==> config.mk <==
export PLATFORM = sky130hd
export DESIGN_NAME = weld_pool_metrics_core
export DESIGN_NICKNAME = d
export VERILOG_FILES = /design/src/hw/rtl/wpm_pkg.sv /design/src/hw/rtl/weld_pool_metrics_core.sv /design/src/hw/rtl/wpm_div.sv /design/src/hw/rtl/wpm_ctrl.sv /design/src/hw/rtl/wpm_dp.sv
export SDC_FILE = /design/constraint.sdc
export NUM_CORES = 1
export LEC_CHECK = 0
export BUFFER_PORTS_ARGS = -buffer_cell sky130_fd_sc_hd__buf_2
export CAP_MARGIN = 30
export CORE_ASPECT_RATIO = 1.25
export CORE_MARGIN = 3
export CORE_UTILIZATION = 30
export CTS_CLUSTER_SIZE = 10
export DETAILED_ROUTE_END_ITERATION = 8
export HOLD_SLACK_MARGIN = 0.12
export SLEW_MARGIN = 25
export SYNTH_ARGS = -nofsm -noshare
export SYNTH_HDL_FRONTEND = slang
export SYNTH_SLANG_ARGS = --single-unit
==> constraint.sdc <==
create_clock -name clk -period 7.6 [get_ports clk]
set_input_delay 0.76 -clock clk [delete_from_list [all_inputs] [get_ports clk]]
set_output_delay 0.76 -clock clk [all_outputs]
set_load 0.01 [all_outputs]
==> src/hw/rtl/wpm_pkg.sv <==
// ----------------------------------------------------------------------------
// wpm_pkg
// shared types and constants of the weld pool metrics block
// ----------------------------------------------------------------------------
package wpm_pkg;

  localparam int MAX_POINTS_DEF = 1024;
  localparam int COORD_BITS_DEF = 12;

  // width of the shared divider, covers the 36 bit moment and the shifted area
  localparam int DIV_W = 48;

  localparam int IN_DATA_W  = 184;
  localparam int OUT_DATA_W = 96;

  typedef enum logic [3:0] {
    S_IDLE,
    S_COM_GO,
    S_COM_WAIT,
    S_PEN_GO,
    S_PEN_WAIT,
    S_MY_GO,
    S_MY_WAIT,
    S_ASYM_GO,
    S_ASYM_WAIT,
    S_DONE
  } wpm_state_t;

  typedef enum logic [1:0] {
    SEL_COM,
    SEL_PEN,
    SEL_MY,
    SEL_ASYM
  } div_sel_t;

  typedef struct packed {
    logic     load_hdr;
    logic     acc_point;
    logic     div_start;
    div_sel_t sel;
    logic     finish;
  } wpm_cmd_t;

  typedef struct packed {
    logic div_done;
    logic out_free;
  } wpm_sts_t;

endpackage

==> src/hw/rtl/weld_pool_metrics_core.sv <==
// ----------------------------------------------------------------------------
// weld_pool_metrics_core
// per-frame weld pool metrics from a header item and contour point items
// ----------------------------------------------------------------------------
//  channel   dir   signals                    contents
//  s_*       in    tvalid tready tdata tuser  header or contour point, tlast
//                  tlast                      marks last point of the frame
//  m_*       out   tvalid tready tdata tuser  one result per frame, tuser is
//                                             the result valid flag
//
//  header and non-last point items are taken while ready stays high
//  the last point of a frame runs four divisions in one shared 48 step
//  divider (centroid, index, material y, asymmetry), each issued and
//  awaited in turn: ready stays low until all end and the output is free
//  a finished result waits in the output register while new items flow;
//  the next last point then holds ready low until that result is taken
//  rst is synchronous, active high; the latched header resets to zero
// ----------------------------------------------------------------------------
module weld_pool_metrics_core #(
  parameter int MAX_POINTS = wpm_pkg::MAX_POINTS_DEF,
  parameter int COORD_BITS = wpm_pkg::COORD_BITS_DEF
) (
  input  logic                           clk,
  input  logic                           rst,
  input  logic                           s_tvalid,
  output logic                           s_tready,
  // blob_pixel_count[23:0] blob_moment_x[59:24] blob_weight_sum[83:60]
  // blob_top[95:84] blob_bottom[107:96] circle_x[124:108] circle_y[141:125]
  // circle_r[157:142] point_x[169:158] point_y[181:170], zero pad
  input  logic [wpm_pkg::IN_DATA_W-1:0]  s_tdata,
  // req_type[0]
  input  logic                           s_tuser,
  // last_point
  input  logic                           s_tlast,
  output logic                           m_tvalid,
  input  logic                           m_tready,
  // penetration_index[31:0] seam_position[49:32] seam_asymmetry[65:50]
  // material_x[82:66] material_y[94:83], zero pad
  output logic [wpm_pkg::OUT_DATA_W-1:0] m_tdata,
  // result_valid[0]
  output logic                           m_tuser
);
  import wpm_pkg::*;

  wpm_cmd_t cmd;
  wpm_sts_t sts;

  logic [31:0]        penetration_index;
  logic signed [17:0] seam_position;
  logic signed [15:0] seam_asymmetry;
  logic signed [16:0] material_x;
  logic [11:0]        material_y;

  // sequencer: item handshake and division order
  wpm_ctrl u_ctrl (
    .clk      (clk),
    .rst      (rst),
    .in_valid (s_tvalid),
    .in_type  (s_tuser),
    .in_last  (s_tlast),
    .in_ready (s_tready),
    .cmd      (cmd),
    .sts      (sts)
  );

  // datapath: unpack the item fields straight from tdata
  wpm_dp #(
    .MAX_POINTS (MAX_POINTS),
    .COORD_BITS (COORD_BITS)
  ) u_dp (
    .clk               (clk),
    .rst               (rst),
    .blob_pixel_count  (s_tdata[23:0]),
    .blob_moment_x     (s_tdata[59:24]),
    .blob_weight_sum   (s_tdata[83:60]),
    .blob_top          (s_tdata[95:84]),
    .blob_bottom       (s_tdata[107:96]),
    .circle_x          ($signed(s_tdata[124:108])),
    .circle_y          ($signed(s_tdata[141:125])),
    .circle_r          (s_tdata[157:142]),
    .point_x           (s_tdata[169:158]),
    .point_y           (s_tdata[181:170]),
    .cmd               (cmd),
    .sts               (sts),
    .out_valid         (m_tvalid),
    .out_ready         (m_tready),
    .penetration_index (penetration_index),
    .seam_position     (seam_position),
    .seam_asymmetry    (seam_asymmetry),
    .material_x        (material_x),
    .material_y        (material_y),
    .result_valid      (m_tuser)
  );

  // result packing, low field first
  assign m_tdata = {1'b0, material_y, material_x, seam_asymmetry, seam_position,
                    penetration_index};

endmodule

==> src/hw/rtl/wpm_div.sv <==
// ----------------------------------------------------------------------------
// wpm_div
// unsigned restoring divider, one quotient bit per cycle
// ----------------------------------------------------------------------------
module wpm_div #(
  parameter int W = wpm_pkg::DIV_W
) (
  input  logic         clk,
  input  logic         rst,
  input  logic         start,
  input  logic [W-1:0] dividend,
  input  logic [W-1:0] divisor,
  output logic         busy,
  output logic         done,
  output logic [W-1:0] quotient
);

  localparam int CNT_W = (W > 1) ? $clog2(W) : 1;

  logic [W:0]       rem;
  logic [W-1:0]     quo;
  logic [W-1:0]     dsr;
  logic [CNT_W-1:0] cnt;
  logic [W:0]       rem_shift;
  logic [W:0]       trial;

  assign rem_shift = {rem[W-1:0], quo[W-1]};
  assign trial     = rem_shift - {1'b0, dsr};
  assign quotient  = quo;

  always_ff @(posedge clk) begin
    if (rst) begin
      busy <= 1'b0;
      done <= 1'b0;
      cnt  <= '0;
    end else begin
      done <= busy && (cnt == CNT_W'(W - 1));
      if (start) begin
        busy <= 1'b1;
        cnt  <= '0;
      end else if (busy) begin
        cnt <= cnt + 1'b1;
        if (cnt == CNT_W'(W - 1)) begin
          busy <= 1'b0;
        end
      end
    end
  end

  always_ff @(posedge clk) begin
    if (start) begin
      rem <= '0;
      quo <= dividend;
      dsr <= divisor;
    end else if (busy) begin
      if (!trial[W]) begin
        rem <= trial;
        quo <= {quo[W-2:0], 1'b1};
      end else begin
        rem <= rem_shift;
        quo <= {quo[W-2:0], 1'b0};
      end
    end
  end

  a_start_idle: assert property (@(posedge clk) disable iff (rst) start |-> !busy)
    else $error("divider started while busy");
  a_done_idle: assert property (@(posedge clk) disable iff (rst) done |-> !busy)
    else $error("divider done while still busy");
  a_done_after: assert property (@(posedge clk) disable iff (rst) done |-> $past(busy))
    else $error("divider done without a run");

endmodule

==> src/hw/rtl/wpm_ctrl.sv <==
// ----------------------------------------------------------------------------
// wpm_ctrl
// sequencer: takes items, then runs the end of frame divisions in order
// ----------------------------------------------------------------------------
module wpm_ctrl (
  input  logic              clk,
  input  logic              rst,
  input  logic              in_valid,
  input  logic              in_type,
  input  logic              in_last,
  output logic              in_ready,
  output wpm_pkg::wpm_cmd_t cmd,
  input  wpm_pkg::wpm_sts_t sts
);
  import wpm_pkg::*;

  wpm_state_t state, state_next;
  logic       hs;

  assign hs = in_valid && in_ready;

  always_ff @(posedge clk) begin
    if (rst) begin
      state <= S_IDLE;
    end else begin
      state <= state_next;
    end
  end

  always_comb begin
    state_next = state;
    unique case (state)
      S_IDLE:      if (hs && in_type && in_last) state_next = S_COM_GO;
      S_COM_GO:    state_next = S_COM_WAIT;
      S_COM_WAIT:  if (sts.div_done) state_next = S_PEN_GO;
      S_PEN_GO:    state_next = S_PEN_WAIT;
      S_PEN_WAIT:  if (sts.div_done) state_next = S_MY_GO;
      S_MY_GO:     state_next = S_MY_WAIT;
      S_MY_WAIT:   if (sts.div_done) state_next = S_ASYM_GO;
      S_ASYM_GO:   state_next = S_ASYM_WAIT;
      S_ASYM_WAIT: if (sts.div_done) state_next = S_DONE;
      S_DONE:      if (sts.out_free) state_next = S_IDLE;
      default:     state_next = S_IDLE;
    endcase
  end

  always_comb begin
    in_ready      = (state == S_IDLE);
    cmd.load_hdr  = hs && !in_type;
    cmd.acc_point = hs && in_type;
    cmd.div_start = 1'b0;
    cmd.sel       = SEL_COM;
    cmd.finish    = 1'b0;
    unique case (state)
      S_COM_GO: begin
        cmd.div_start = 1'b1;
        cmd.sel       = SEL_COM;
      end
      S_PEN_GO: begin
        cmd.div_start = 1'b1;
        cmd.sel       = SEL_PEN;
      end
      S_MY_GO: begin
        cmd.div_start = 1'b1;
        cmd.sel       = SEL_MY;
      end
      S_ASYM_GO: begin
        cmd.div_start = 1'b1;
        cmd.sel       = SEL_ASYM;
      end
      S_DONE:  cmd.finish = sts.out_free;
      default: ;
    endcase
  end

endmodule

==> src/hw/rtl/wpm_dp.sv <==
// ----------------------------------------------------------------------------
// wpm_dp
// datapath: header latch, contour accumulators, divider operands, result
// ----------------------------------------------------------------------------
module wpm_dp #(
  parameter int MAX_POINTS = wpm_pkg::MAX_POINTS_DEF,
  parameter int COORD_BITS = wpm_pkg::COORD_BITS_DEF
) (
  input  logic               clk,
  input  logic               rst,
  input  logic [23:0]        blob_pixel_count,
  input  logic [35:0]        blob_moment_x,
  input  logic [23:0]        blob_weight_sum,
  input  logic [11:0]        blob_top,
  input  logic [11:0]        blob_bottom,
  input  logic signed [16:0] circle_x,
  input  logic signed [16:0] circle_y,
  input  logic [15:0]        circle_r,
  input  logic [11:0]        point_x,
  input  logic [11:0]        point_y,
  input  wpm_pkg::wpm_cmd_t  cmd,
  output wpm_pkg::wpm_sts_t  sts,
  output logic               out_valid,
  input  logic               out_ready,
  output logic [31:0]        penetration_index,
  output logic signed [17:0] seam_position,
  output logic signed [15:0] seam_asymmetry,
  output logic signed [16:0] material_x,
  output logic [11:0]        material_y,
  output logic               result_valid
);
  import wpm_pkg::*;

  localparam int CW  = $clog2(MAX_POINTS + 1);
  localparam int SW  = COORD_BITS + CW;
  localparam int NB  = ((COORD_BITS > 12) ? COORD_BITS : 12) + 3;
  localparam int MW  = ((COORD_BITS + 4 > 17) ? COORD_BITS + 4 : 17) + 2;
  localparam int SEW = ((COORD_BITS + 5 > 17) ? COORD_BITS + 5 : 17) + 1;

  // latched header
  logic [23:0]        hdr_pixel_count;
  logic [35:0]        hdr_moment_x;
  logic [23:0]        hdr_weight_sum;
  logic [11:0]        hdr_top;
  logic [11:0]        hdr_bottom;
  logic signed [16:0] hdr_circle_x;
  logic signed [16:0] hdr_circle_y;
  logic [15:0]        hdr_circle_r;

  // contour accumulators
  logic [COORD_BITS-1:0] right_x;
  logic [SW-1:0]         sum_y_at_right;
  logic [CW-1:0]         count_at_right;
  logic [CW-1:0]         points_seen;

  // division results
  logic [35:0]           com_q;
  logic [31:0]           pen_q;
  logic [COORD_BITS-1:0] my_q;
  logic signed [15:0]    asym_q;
  div_sel_t              sel_r;

  logic [COORD_BITS-1:0] px, py;
  logic                  div_busy, div_done;
  logic [DIV_W-1:0]      div_dividend, div_divisor, div_q;

  logic signed [41:0]    d;
  logic [41:0]           d_abs;
  logic signed [NB-1:0]  num_base;
  logic [NB-1:0]         num_abs;
  logic signed [12:0]    width_s;
  logic [12:0]           width_abs;
  logic                  asym_neg;
  logic signed [MW-1:0]  s_sum, s_half;
  logic signed [16:0]    mx_c;
  logic signed [SEW-1:0] seam_c;
  logic                  pen_ok, mat_ok, all_ok, my_zero;

  assign px = COORD_BITS'(point_x);
  assign py = COORD_BITS'(point_y);

  always_ff @(posedge clk) begin
    if (rst) begin
      hdr_pixel_count <= '0;
      hdr_moment_x    <= '0;
      hdr_weight_sum  <= '0;
      hdr_top         <= '0;
      hdr_bottom      <= '0;
      hdr_circle_x    <= '0;
      hdr_circle_y    <= '0;
      hdr_circle_r    <= '0;
    end else if (cmd.load_hdr) begin
      hdr_pixel_count <= blob_pixel_count;
      hdr_moment_x    <= blob_moment_x;
      hdr_weight_sum  <= blob_weight_sum;
      hdr_top         <= blob_top;
      hdr_bottom      <= blob_bottom;
      hdr_circle_x    <= circle_x;
      hdr_circle_y    <= circle_y;
      hdr_circle_r    <= circle_r;
    end
  end

  always_ff @(posedge clk) begin
    if (rst || cmd.load_hdr || cmd.finish) begin
      right_x        <= '0;
      sum_y_at_right <= '0;
      count_at_right <= '0;
      points_seen    <= '0;
    end else if (cmd.acc_point && (points_seen < CW'(MAX_POINTS))) begin
      points_seen <= points_seen + 1'b1;
      if (px == right_x) begin
        sum_y_at_right <= sum_y_at_right + SW'(py);
        count_at_right <= count_at_right + 1'b1;
      end else if (px > right_x) begin
        right_x        <= px;
        sum_y_at_right <= SW'(py);
        count_at_right <= CW'(1);
      end
    end
  end

  // signed distance of centroid and keyhole in 4 fraction bits
  assign d     = $signed({2'b00, com_q, 4'b0000}) - 42'(hdr_circle_x);
  assign d_abs = d[41] ? 42'(-d) : 42'(d);

  assign num_base  = $signed(NB'({my_q, 1'b0})) - $signed(NB'(hdr_bottom))
                   - $signed(NB'(hdr_top));
  assign num_abs   = num_base[NB-1] ? NB'(-num_base) : NB'(num_base);
  assign width_s   = $signed({1'b0, hdr_bottom}) - $signed({1'b0, hdr_top});
  assign width_abs = width_s[12] ? 13'(-width_s) : 13'(width_s);

  always_comb begin
    div_dividend = '0;
    div_divisor  = '0;
    unique case (cmd.sel)
      SEL_COM: begin
        div_dividend = DIV_W'(hdr_moment_x);
        div_divisor  = DIV_W'(hdr_weight_sum);
      end
      SEL_PEN: begin
        div_dividend = DIV_W'({hdr_pixel_count, 12'h000});
        div_divisor  = DIV_W'(d_abs);
      end
      SEL_MY: begin
        div_dividend = DIV_W'(sum_y_at_right);
        div_divisor  = DIV_W'(count_at_right);
      end
      SEL_ASYM: begin
        div_dividend = DIV_W'({num_abs, 8'h00});
        div_divisor  = DIV_W'({width_abs, 1'b0});
      end
      default: ;
    endcase
  end

  wpm_div #(.W(DIV_W)) u_div (
    .clk      (clk),
    .rst      (rst),
    .start    (cmd.div_start),
    .dividend (div_dividend),
    .divisor  (div_divisor),
    .busy     (div_busy),
    .done     (div_done),
    .quotient (div_q)
  );

  always_ff @(posedge clk) begin
    if (cmd.div_start) begin
      sel_r    <= cmd.sel;
      asym_neg <= num_base[NB-1] ^ width_s[12];
    end
    if (div_done) begin
      unique case (sel_r)
        SEL_COM: com_q <= 36'(div_q);
        SEL_PEN: pen_q <= (|div_q[DIV_W-1:32]) ? 32'hFFFF_FFFF : div_q[31:0];
        SEL_MY:  my_q  <= COORD_BITS'(div_q);
        SEL_ASYM: begin
          if (!asym_neg) begin
            asym_q <= (div_q > DIV_W'(32767)) ? 16'sh7FFF : $signed(div_q[15:0]);
          end else begin
            asym_q <= (div_q > DIV_W'(32768)) ? 16'sh8000 : 16'(-div_q[15:0]);
          end
        end
        default: ;
      endcase
    end
  end

  // extra material x: halve rounding toward minus infinity, then clamp
  assign s_sum  = $signed(MW'({right_x, 4'b0000})) + MW'(hdr_circle_x)
                + $signed(MW'(hdr_circle_r));
  assign s_half = s_sum >>> 1;
  always_comb begin
    if (s_half > MW'(65535)) begin
      mx_c = 17'sh0FFFF;
    end else if (s_half < -MW'(65536)) begin
      mx_c = 17'sh10000;
    end else begin
      mx_c = 17'(s_half);
    end
  end

  assign seam_c  = $signed(SEW'(hdr_circle_y)) - $signed(SEW'({my_q, 4'b0000}));
  assign pen_ok  = (hdr_weight_sum != '0) && (d != '0);
  assign mat_ok  = pen_ok && (points_seen > CW'(1)) && (count_at_right != '0);
  assign all_ok  = mat_ok && (width_s != '0);
  assign my_zero = (my_q == '0);

  assign sts.div_done = div_done;
  assign sts.out_free = !out_valid || out_ready;

  always_ff @(posedge clk) begin
    if (rst) begin
      out_valid <= 1'b0;
    end else if (cmd.finish) begin
      out_valid <= 1'b1;
    end else if (out_ready) begin
      out_valid <= 1'b0;
    end
  end

  always_ff @(posedge clk) begin
    if (cmd.finish) begin
      penetration_index <= pen_ok ? pen_q : 32'h0;
      material_x        <= mat_ok ? mx_c : 17'sh0;
      material_y        <= mat_ok ? 12'(my_q) : 12'h0;
      seam_position     <= (mat_ok && !my_zero) ? 18'(seam_c) : 18'sh0;
      seam_asymmetry    <= (all_ok && !my_zero) ? asym_q : 16'sh0;
      result_valid      <= all_ok;
    end
  end

  a_finish_free: assert property (@(posedge clk) disable iff (rst)
    cmd.finish |-> (!out_valid || out_ready))
    else $error("result loaded over an untaken result");
  a_no_acc_busy: assert property (@(posedge clk) disable iff (rst)
    div_busy |-> !(cmd.acc_point || cmd.load_hdr))
    else $error("item taken while dividing");
  a_start_free: assert property (@(posedge clk) disable iff (rst)
    cmd.div_start |-> !div_busy)
    else $error("division issued while divider busy");

endmodule
**After elaboration in Yosys (flattened, before gate mapping)**

Index checks and enable logic that the tools add are counted.

- Register bits after elaboration: 567
- Bits of input ports: 190
- Logic and storage cells: 153

- $add $sub $neg: 16
- Order comparisons: 7
- Eq/ne operators: 23
- Mux-type cells: 32
- Bitwise gates (word level): 3
- Reduce and logical (&&, ||, !) cells: 39

Operators with widths:

| cell | count |
|---|---|
| one-hot mux 48 bit (4 select lines) | 2 |
| two-way mux 48 bit | 3 |
| two-way mux 16 bit | 4 |
| subtractor 49 x 48 -> 49 bit | 1 |
| greater-than comparator 48 x 15 -> 1 bit, second input constant | 1 |
| greater-than comparator 48 x 16 -> 1 bit, second input constant | 1 |
| two-way mux 23 bit | 2 |
| two-way mux 42 bit | 1 |
| negator 42 bit | 1 |
| nonzero test 42 bit | 1 |
| subtractor 41 x 17 -> 42 bit | 1 |
| one-hot mux 4 bit (10 select lines) | 1 |
| two-way mux 4 bit | 6 |
| nonzero test 24 bit | 1 |
| adder 23 x 12 -> 23 bit | 1 |
| adder 11 x 1 -> 11 bit, second input constant | 2 |
| two-way mux 11 bit | 2 |
| adder 18 x 17 -> 19 bit | 1 |
| adder 17 x 17 -> 18 bit | 1 |
| greater-than comparator 18 x 17 -> 1 bit, second input constant | 1 |
| < comparator 18 x 17 -> 1 bit, second input constant | 1 |
| subtractor 17 x 17 -> 18 bit | 1 |
| two-way mux 17 bit | 1 |
| == test 4 x 3 -> 1 bit, second input constant | 4 |
| other kinds (39) | 79 |

**Depth between registers and ports, before layout**

Gate-level depths: netlist of the first run.

- Depth after elaboration: 7
- Gate-level depth with buffers: 19
- Depth with buffers taken out: 18

**Modules after synthesis**

Synthesis of the first run repeated with hierarchy kept, for this count alone.

- Cell total of the unflattened synthesis: 3574
- Area, all modules: 34314.2 sq um

By module, submodules not included:

| module | instances | cells an instance | area an instance (sq um) | seq. area each (sq um) |
|---|---|---|---|---|
| wpm_dp | 1 | 2620 | 24886.4 | 10179.8 |
| wpm_div | 1 | 918 | 9103.7 | 4003.8 |
| wpm_ctrl | 1 | 34 | 312.8 | 80.1 |
| weld_pool_metrics_core | 1 | 2 | 11.3 | 0.0 |

**Worst setup path after synthesis of the first run**

No wires, ideal clock.

- Kind: in2reg
- Start point: input port m_tready
- End point: register u_dp.points_seen[1]
- Arrival time: 6208 ps
- Required time: 7447 ps
- Slack: 1238 ps
- Cell stages on the path: 6
- Buffers on the path: 2
- Cells stage by stage: nand2b_1 nor2b_1 or3_1 clkbuf_1 buf_1 a211oi_1

RTL lines:

| element | line | source |
|---|---|---|
| from (decl) | weld_pool_metrics_core.sv:36 | `input logic m_tready,` |
| to (signal assigned) | wpm_dp.sv:111 | `points_seen <= points_seen + 1'b1;` |
| to (decl) | wpm_dp.sv:54 | `logic [CW-1:0] points_seen;` |

**Final worst setup path of the first run**

- Start point: register u_dp.hdr_circle_x[16]
- End point: register u_dp.seam_position[6] (data pin)

- Word-level cells in the longest chain between the ends: 6

Ends and longest elaborated chain:

| element | line | source |
|---|---|---|
| from (decl) | wpm_dp.sv:46 | `logic signed [16:0] hdr_circle_x;` |
| from (signal assigned) | wpm_dp.sv:98 | `hdr_circle_x <= circle_x;` |
| subtractor 41 x 17 -> 42 bit | wpm_dp.sv:124 | `assign d = $signed({2'b00, com_q, 4'b0000}) - 42'(hdr_circle_x);` |
| nonzero test 42 bit | wpm_dp.sv:205 | `assign pen_ok = (hdr_weight_sum != '0) && (d != '0);` |
| logical AND 1 bit | wpm_dp.sv:205 |  |
| logical AND 1 bit (2 in a row) | wpm_dp.sv:206 | `assign mat_ok = pen_ok && (points_seen > CW'(1)) && (count_at_right != '0);` |
| logical AND 1 bit | wpm_dp.sv:228 | `seam_position <= (mat_ok && !my_zero) ? 18'(seam_c) : 18'sh0;` |
| to (signal assigned) | wpm_dp.sv:228 |  |
| to (decl) | wpm_dp.sv:26 | `output logic signed [17:0] seam_position,` |

Every way passes these cells.
A chain may end at the register's enable or synchronous reset.

==> results.txt, run 1 <==
----------------------------------------------------
[Timing]
  Worst-case clock skew ... 40.3 ps
  Setup-violating endpoint count in the final report ... 0
  Aggregate negative setup slack ... 0 ps
  Slew of the pin with the lowest slew margin ... 996 ps
  Part of the cycle the worst path needs ... 77.0%
  Number of slew-limit violations in the final report ... 0
  Unrepaired setup endpoints after global routing ... false
  Post-layout minimum cycle time ... 5850 ps
  Highest attainable clock frequency ... 0.171 GHz
  Worst slew margin relative to its limit ... 33.1%
  Final-report hold violation count ... 0

[Worst setup path]
  Register-to-Register Path Depth ... 13
  Endpoint of the most critical setup path ... u_dp.seam_position[6]
  Flop-to-flop setup slack ... 1750 ps
  Crit Path Max Fanout ... 38
  Startpoint type of the worst setup path ... register
  CP arrival ... 6210 ps
  Worst EP required ... 7960 ps
  Worst R2R End ... u_dp.seam_position[6]
  Cell breakdown of the critical path ... inv_1 > ha_1 > a21oi_1 > o21ai_0 > a2111oi_0 > a211oi_1 > a2111o_1 > nor3_1 > nand2_1 > nor4_4 > a21o_1 > buf_4 > nor4_1
  Category of the worst setup path capture point ... register
  Number of buffers and inverters on the critical path ... 2
  Startpoint-to-endpoint class of the critical path ... reg -> reg
  Kind of cell adding the most delay to the critical path ... compound AO/OA/AOI/OAI gates
  Maximum cell stage delay along the critical path ... 680 ps
  Path length in cells of the critical path ... 13
  Slowest cell on the critical path ... sky130_fd_sc_hd__dfxtp_1
  CP Launch Point ... u_dp.hdr_circle_x[16]
  Critical R2R Launch ... u_dp.hdr_circle_x[16]

[Route]
  Total via count in the routed design ... 27,500
  Total detailed-routing wirelength ... 104,000 µm
  Number of optimization iterations in the first detailed-route pass ... 5
  Drt initial violations ... 1,783
  Number of nets still failing antenna checks after routing ... 0
  DRC viols ... 0
  Routed len/inst ... 19.3 µm
  Mean number of vias per cell ... 5.13

[Global routing]
  Pin count of the biggest net entering global routing ... 159
  Vias in the first global route ... 26,600
  First-pass GRT wire length ... 157,000 µm
  Remaining global-route overflow ... 0
  Number of antenna violations at the first check in global routing ... 6
  GRT Total Usage ... 18.0%

[Power]
  Part of the total power dissipated in sequential elements ... 38.7%
  IR drop worst, VDD ... 147 µV
  Static leakage ... 0.0141 µW
  Clock network power share ... 33.9%
  Switching portion of total power ... 32.8%
  Net Sw Power ... 3010 µW
  Power density of the placed cells ... 244 nW/µm²
  Power Internal ... 6180 µW
  Combinational fraction of design power ... 27.4%

[Yosys]
  Syn avg cell area ... 8.89 µm²
  Number of flops mapped to enable cells by yosys ... 285
  Ys async rst share ... 0%
  List of most frequent post-synthesis cells ... 563 x sky130_fd_sc_hd__nand2_1, 366 x sky130_fd_sc_hd__a21oi_1, 285 x sky130_fd_sc_hd__edfxtp_1
  Sequential element share of the synthesized area ... 43.3%
  Post-synthesis cell type with the largest combined area ... sky130_fd_sc_hd__edfxtp_1
  Number of library cell types mapped by synthesis ... 92
  Yosys warnings ... 0
  Yosys top cell area share ... 26.3%
  Commonest register cell after synthesis ... sky130_fd_sc_hd__edfxtp_1
  Synthesized Nets ... 4,044
  Cell area after synthesis ... 32,500 µm²
  Synthesized netlist cell count ... 3,656
  Leading cell type by number of instances after synthesis ... sky130_fd_sc_hd__nand2_1
  Leading cell types by total area after synthesis ... sky130_fd_sc_hd__edfxtp_1 26%, sky130_fd_sc_hd__dfxtp_1 17%, sky130_fd_sc_hd__ha_1 6.9%
  Count of state elements after synthesis ... 561

[Clock network]
  Clock root buffer ... sky130_fd_sc_hd__clkbuf_16
  Clock insertion delay at the later pin of the skew report ... 660 ps
  Clock slew at the register clock pins of the worst setup and hold paths ... 60 ps
  Hold-fix buffers, CTS ... 0
  CTS buffer count ... 68
  CTS Buffer Depth ... 3
  TritonCTS clock tree ... done
  Number of gates resized after CTS ... 0
  Num Clock Sinks ... 561
  Htree depth ... 3
  Post-CTS Setup Bufs ... 0

[Floorplanning]
  Area enclosed by the die boundary ... 112,000 µm²
  Core region area ... 107,000 µm²
  Width of the die ... 300 µm
  Num rows ... 134
  Effective utilization at floorplan ... 30.3%
  Chip height ... 374 µm
  IO Pins ... 289

[Status]
  Outcome ... completed

[Place]
  Sum of net half-perimeters after detailed placement ... 78,700 µm
  Number of buffers inserted by port buffering ... 285
  Weighted congestion reported at the end of routability-driven placement ... 0.898

[Layout]
  Final core utilization ... 35.1%
  Synth-to-layout area growth ... 15.7%
  Fill cell count ... 10,900
  Share of layout cells above drive strength 1 ... 12.6%
  Final Net Count ... 4,271

[Job]
  Number of violations of the max-capacitance limit ... 0

[Min path]
  Worst hold-check path type ... in -> reg

----------------------------------------------------
-- state kept, by name (all words and copies together), names as in the netlist, 18 cells and up --
| signal | cells |
|---|---|
| u_dp.seam_position | 18 |
| u_dp.u_div.dsr | 42 |
| u_dp.sum_y_at_right | 23 |
| u_dp.hdr_weight_sum | 24 |
| u_dp.hdr_moment_x | 36 |
| u_dp.hdr_pixel_count | 24 |
| u_dp.pen_q | 32 |
| u_dp.com_q | 36 |
| u_dp.penetration_index | 32 |
| u_dp.u_div.quotient | 48 |
| u_dp.u_div.rem | 48 |
-- worst min-delay path by stage --
stage	from	to	slack, ps	cells past startpoint
3_3_place_gp	u_dp.hdr_circle_y[2]	u_dp.hdr_circle_y[2]	440	2
5_1_grt	s_tdata[125]	u_dp.hdr_circle_y[0]	330	3
3_5_place_dp	u_dp.hdr_circle_y[2]	u_dp.hdr_circle_y[2]	440	2
4_1_cts	s_tdata[13]	u_dp.hdr_pixel_count[13]	270	3
2_1_floorplan	u_dp.hdr_circle_r[0]	u_dp.hdr_circle_r[0]	430	2
6_report	s_tdata[15]	u_dp.hdr_pixel_count[15]	330	3
-- worst reg2reg max path, stage by stage, from the launching register on --
cell and delay, ps:
sky130_fd_sc_hd__dfxtp_1 680, sky130_fd_sc_hd__inv_1 390, sky130_fd_sc_hd__ha_1 550, sky130_fd_sc_hd__a21oi_1 260, sky130_fd_sc_hd__o21ai_0 230, sky130_fd_sc_hd__a2111oi_0 490, sky130_fd_sc_hd__a211oi_1 210, sky130_fd_sc_hd__a2111o_1 430
sky130_fd_sc_hd__nor3_1 510, sky130_fd_sc_hd__nand2_1 410, sky130_fd_sc_hd__nor4_4 590, sky130_fd_sc_hd__a21o_1 220, sky130_fd_sc_hd__buf_4 380, sky130_fd_sc_hd__nor4_1 200
-- kinds of logic after synthesis --
kind of cell / count (synthesis) / share of synthesized area (%)
XOR/XNOR: 184 / 4.96
multiplexers: 71 / 2.20
other: 1 / 0.0115
adder cells (fa/ha/maj): 198 / 8.06
flip-flops: 561 / 43.3
AND/OR/NAND/NOR: 1309 / 19.0
buffers and inverters: 370 / 4.35
AO/OA/AOI/OAI: 962 / 18.1
-- final cells by class --
type | instances | area (µm²) | area share, %
multi-input combinational | 2725 | 17100 | 45.3
antenna | 5 | 12.5 | 0.0333
clock buffer | 109 | 1900 | 5.04
timing repair buffer | 328 | 1830 | 4.86
clock inverter | 11 | 205 | 0.545
tap | 1428 | 1790 | 4.75
inverter | 199 | 747 | 1.99
sequential | 561 | 14100 | 37.4
-- per-stage QoR --
stage	instances	power, µW	hold WS, ps	cell area, µm²	setup slack, ps
after detailed placement	5236	6080	443	35400	1860
final	5366	9190	334	37600	1750
after floorplan	3656	5440	432	32500	1240
after CTS	5356	9230	275	37500	1840
after global routing	5365	9690	326	37600	1390
after global placement	5231	6060	442	35400	1490
-- power groups by stage --
stage	sequential, µW	combinational, µW	clock (µW)
after floorplan	3530	1910	0
after global placement	3610	2440	0
after detailed placement	3610	2470	0
after CTS	3550	2490	3190
after global routing	3580	2820	3290
final	3550	2520	3110
-- cells in the final DEF (no fill, tap or decap), types with 30 or more instances in the layout --
cell type / instances
sky130_fd_sc_hd__or3_1: 45
sky130_fd_sc_hd__or2_2: 44
sky130_fd_sc_hd__a21oi_1: 363
sky130_fd_sc_hd__nand4_1: 30
sky130_fd_sc_hd__nor4_1: 41
sky130_fd_sc_hd__ha_1: 179
sky130_fd_sc_hd__inv_1: 197
sky130_fd_sc_hd__a21o_1: 57
sky130_fd_sc_hd__clkbuf_16: 69
sky130_fd_sc_hd__nor2_1: 245
sky130_fd_sc_hd__buf_4: 33
sky130_fd_sc_hd__nor3_1: 80
sky130_fd_sc_hd__clkbuf_1: 38
sky130_fd_sc_hd__and2_1: 74
sky130_fd_sc_hd__o21ai_0: 227
sky130_fd_sc_hd__dfxtp_1: 274
sky130_fd_sc_hd__xor2_1: 72
sky130_fd_sc_hd__xnor2_1: 112
sky130_fd_sc_hd__edfxtp_1: 285
sky130_fd_sc_hd__buf_2: 286
sky130_fd_sc_hd__nand3_1: 42
sky130_fd_sc_hd__a31oi_1: 42
sky130_fd_sc_hd__o21a_1: 33
sky130_fd_sc_hd__mux2i_1: 68
sky130_fd_sc_hd__nand2b_1: 30
sky130_fd_sc_hd__nand2_1: 563
-- per-layer routing --
| layer | part of all wire (%) | GRT usage, % |
|---|---|---|
| met2 | 50 | 31.8 |
| met3 | 3.9 | 2.26 |
| met1 | 42 | 21.7 |
| met4 | 4.2 | 8.06 |
| met5 | 0.017 | 0 |
Power figures use the tool's default switching activity.
==> inputs of run 2 (changes only) <==
==> constraint.sdc (replaced) <==
create_clock -name clk -period 5.7 [get_ports clk]
set_input_delay 0.57 -clock clk [delete_from_list [all_inputs] [get_ports clk]]
set_output_delay 0.57 -clock clk [all_outputs]
set_load 0.01 [all_outputs]
==> run 2 against run 1 <==
First-iteration DRC count fell by 5.9%. Cell area is 2.1% higher. Setup slack worse by 1100 ps. Largest power group unchanged. Largest cell class unchanged. Power is 34% higher. Clock power up 34%.
==> results.txt, run 2 (same netlist as run 1, synthesis figures left out) <==
----------------------------------------------------
[Status]
  Outcome ... completed (unchanged)

[Layout]
  Number of diodes ... 0 (was 5)
  Synth-to-layout area growth ... 18.2% (was 15.7%)
  Leading cell types in the layout, fill and taps excluded ... 563 x sky130_fd_sc_hd__nand2_1, 366 x sky130_fd_sc_hd__a21oi_1, 285 x sky130_fd_sc_hd__buf_2, 285 x sky130_fd_sc_hd__edfxtp_1, 274 x sky130_fd_sc_hd__dfxtp_1 (was 563 x sky130_fd_sc_hd__nand2_1, 363 x sky130_fd_sc_hd__a21oi_1, 286 x sky130_fd_sc_hd__buf_2)
  Final core utilization ... 35.9% (was 35.1%)
  Share of layout cells above drive strength 1 ... 12.7% (was 12.6%)
  Final Net Count ... 4,360 (was 4,271)
  Most common library cell in the layout ignoring fill and taps ... sky130_fd_sc_hd__nand2_1 (unchanged)

[Floorplanning]
  IO Pins ... 289 (unchanged)
  Width of the die ... 300 µm (unchanged)
  Core region area ... 107,000 µm² (unchanged)
  Area enclosed by the die boundary ... 112,000 µm² (unchanged)
  Chip height ... 374 µm (unchanged)
  Effective utilization at floorplan ... 30.3% (unchanged)
  Num rows ... 134 (unchanged)

[Global routing]
  Vias in the first global route ... 27,100 (was 26,600)
  First-pass GRT wire length ... 160,000 µm (was 157,000 µm)
  Remaining global-route overflow ... 0 (unchanged)
  GRT Total Usage ... 18.3% (was 18.0%)
  Pin count of the biggest net entering global routing ... 159 (unchanged)
  Number of antenna violations at the first check in global routing ... 1 (was 6)

[Clock network]
  Hold-fix buffers, CTS ... 74 (was 0)
  CTS buffer count ... 68 (unchanged)
  Htree depth ... 3 (unchanged)
  Post-CTS Setup Bufs ... 0 (unchanged)
  TritonCTS clock tree ... done (unchanged)
  Clock root buffer ... sky130_fd_sc_hd__clkbuf_16 (unchanged)
  Num Clock Sinks ... 561 (unchanged)
  CTS Buffer Depth ... 3 (unchanged)
  Clock slew at the register clock pins of the worst setup and hold paths ... 50 ps (was 60 ps)
  Clock insertion delay at the later pin of the skew report ... 660 ps (about the same)
  Number of gates resized after CTS ... 0 (unchanged)

[Timing]
  Part of the cycle the worst path needs ... 88.9% (was 77.0%)
  Post-layout minimum cycle time ... 5070 ps (was 5850 ps)
  Setup-violating endpoint count in the final report ... 0 (unchanged)
  Slew of the pin with the lowest slew margin ... 1040 ps (was 996 ps)
  Number of slew-limit violations in the final report ... 0 (unchanged)
  Highest attainable clock frequency ... 0.197 GHz (was 0.171 GHz)
  Final-report hold violation count ... 0 (unchanged)
  Worst-case clock skew ... 34.9 ps (was 40.3 ps)
  Aggregate negative setup slack ... 0 ps (unchanged)
  Unrepaired setup endpoints after global routing ... false (unchanged)
  Worst slew margin relative to its limit ... 31.0% (was 33.1%)

[Power]
  Power density of the placed cells ... 320 nW/µm² (was 244 nW/µm²)
  Total power after layout ... 12,300 µW (was 9190 µW)
  IR drop worst, VDD ... 236 µV (was 147 µV)
  Net Sw Power ... 4000 µW (was 3010 µW)
  Power Internal ... 8280 µW (was 6180 µW)
  Combinational fraction of design power ... 27.6% (was 27.4%)
  Switching portion of total power ... 32.6% (was 32.8%)
  Clock network power share ... 33.9% (about the same)
  Static leakage ... 0.0144 µW (was 0.0141 µW)
  Part of the total power dissipated in sequential elements ... 38.6% (was 38.7%)

[Place]
  Number of buffers inserted by port buffering ... 285 (unchanged)
  Sum of net half-perimeters after detailed placement ... 79,700 µm (was 78,700 µm)
  Weighted congestion reported at the end of routability-driven placement ... 0.923 (was 0.898)

[Worst setup path]
  Maximum cell stage delay along the critical path ... 740 ps (was 680 ps)
  Worst EP required ... 6060 ps (was 7960 ps)
  Cell breakdown of the critical path ... inv_1 > ha_1 > a21oi_1 > o21ai_0 > a211oi_1 > a21oi_1 > o21ai_0 > xnor2_1 > or4_1 > nor4_4 > a21o_1 > buf_12 > nor3_1 (was inv_1 > ha_1 > a21oi_1 > o21ai_0 > a2111oi_0 > a211oi_1 > a2111o_1 > nor3_1 > nand2_1 > nor4_4 > a21o_1 > buf_4 > nor4_1)
  CP arrival ... 5430 ps (was 6210 ps)
  Slowest cell on the critical path ... sky130_fd_sc_hd__or4_1 (was sky130_fd_sc_hd__dfxtp_1)
  Crit Path Max Fanout ... 38 (unchanged)
  Category of the worst setup path capture point ... register (unchanged)
  Startpoint type of the worst setup path ... register (unchanged)
  Startpoint-to-endpoint class of the critical path ... reg -> reg (unchanged)

[Route]
  Total detailed-routing wirelength ... 105,000 µm (was 104,000 µm)
  Number of optimization iterations in the first detailed-route pass ... 5 (unchanged)
  Drt initial violations ... 1,677 (was 1,783)
  DRC viols ... 0 (unchanged)
  Number of nets still failing antenna checks after routing ... 0 (unchanged)
  Routed len/inst ... 19.2 µm (was 19.3 µm)
  Mean number of vias per cell ... 5.10 (was 5.13)
  Total via count in the routed design ... 27,800 (was 27,500)

[Min path]
  Worst hold-check path type ... in -> reg (unchanged)

[Job]
  Number of violations of the max-capacitance limit ... 0 (unchanged)

----------------------------------------------------
==> run 2: per-layer routing <==
metal  global-route usage (%)  vias up  routed length (µm)
met3                     2.28      183                4030
met2                     32.2      708               52100
li1                         -    13700                   -
met1                     22.1    13200               43800
met4                     8.45        0                4870
met5                        0        -                   0
==> run 2: area by class of cell <==
cell class,count,area (µm²)
Clock buffer,109,1880
Timing Repair Buffer,417,2640
Sequential cell,561,14100
Inverter,199,747
Fill cell,10900,68700
Tap cell,1428,1790
Multi-Input combinational cell,2725,17100
Clock inverter,11,231
==> run 2: worst max-delay path: cells and delay by family (launching register included) <==
kind / cells / cell delay, ps
xor gates and xnor gates: 1 / 190
buffers and inverters: 2 / 670
AOI/OAI and AO/OA: 6 / 1690
adders and majority gates: 1 / 490
and+or+nand+nor: 3 / 1350
DFF: 1 / 310
==> run 2: worst paths after layout <==
path	start	endpoint	slack, ps	depth (start not counted)
min	s_tdata[91]	u_dp.hdr_top[7]	180	3
max	u_dp.hdr_circle_x[16]	u_dp.seam_position[13]	630	13
max reg2reg	u_dp.hdr_circle_x[16]	u_dp.seam_position[13]	630	13
min reg2reg	u_dp.hdr_circle_y[2]	u_dp.hdr_circle_y[2]	450	2
==> run 2: metrics by stage <==
stage               hold slack, ps  area [µm²]  std cells  worst slack (ps)
floorplan                      432       32500       3656               918
global placement               442       35600       5255               580
detailed placement             447       35600       5256               633
CTS                            120       38400       5450               608
global route                   170       38400       5450               234
finish                         180       38400       5450               631
==> run 2: power by group through the flow <==
stage | Combinational (µW) | Clock [µW] | Sequential [µW]
6_report | 3390 | 4160 | 4740
5_1_grt | 3800 | 4420 | 4760
4_1_cts | 3390 | 4270 | 4730
3_5_place_dp | 3330 | 0 | 4810
3_3_place_gp | 3290 | 0 | 4810
2_1_floorplan | 2540 | 0 | 4710
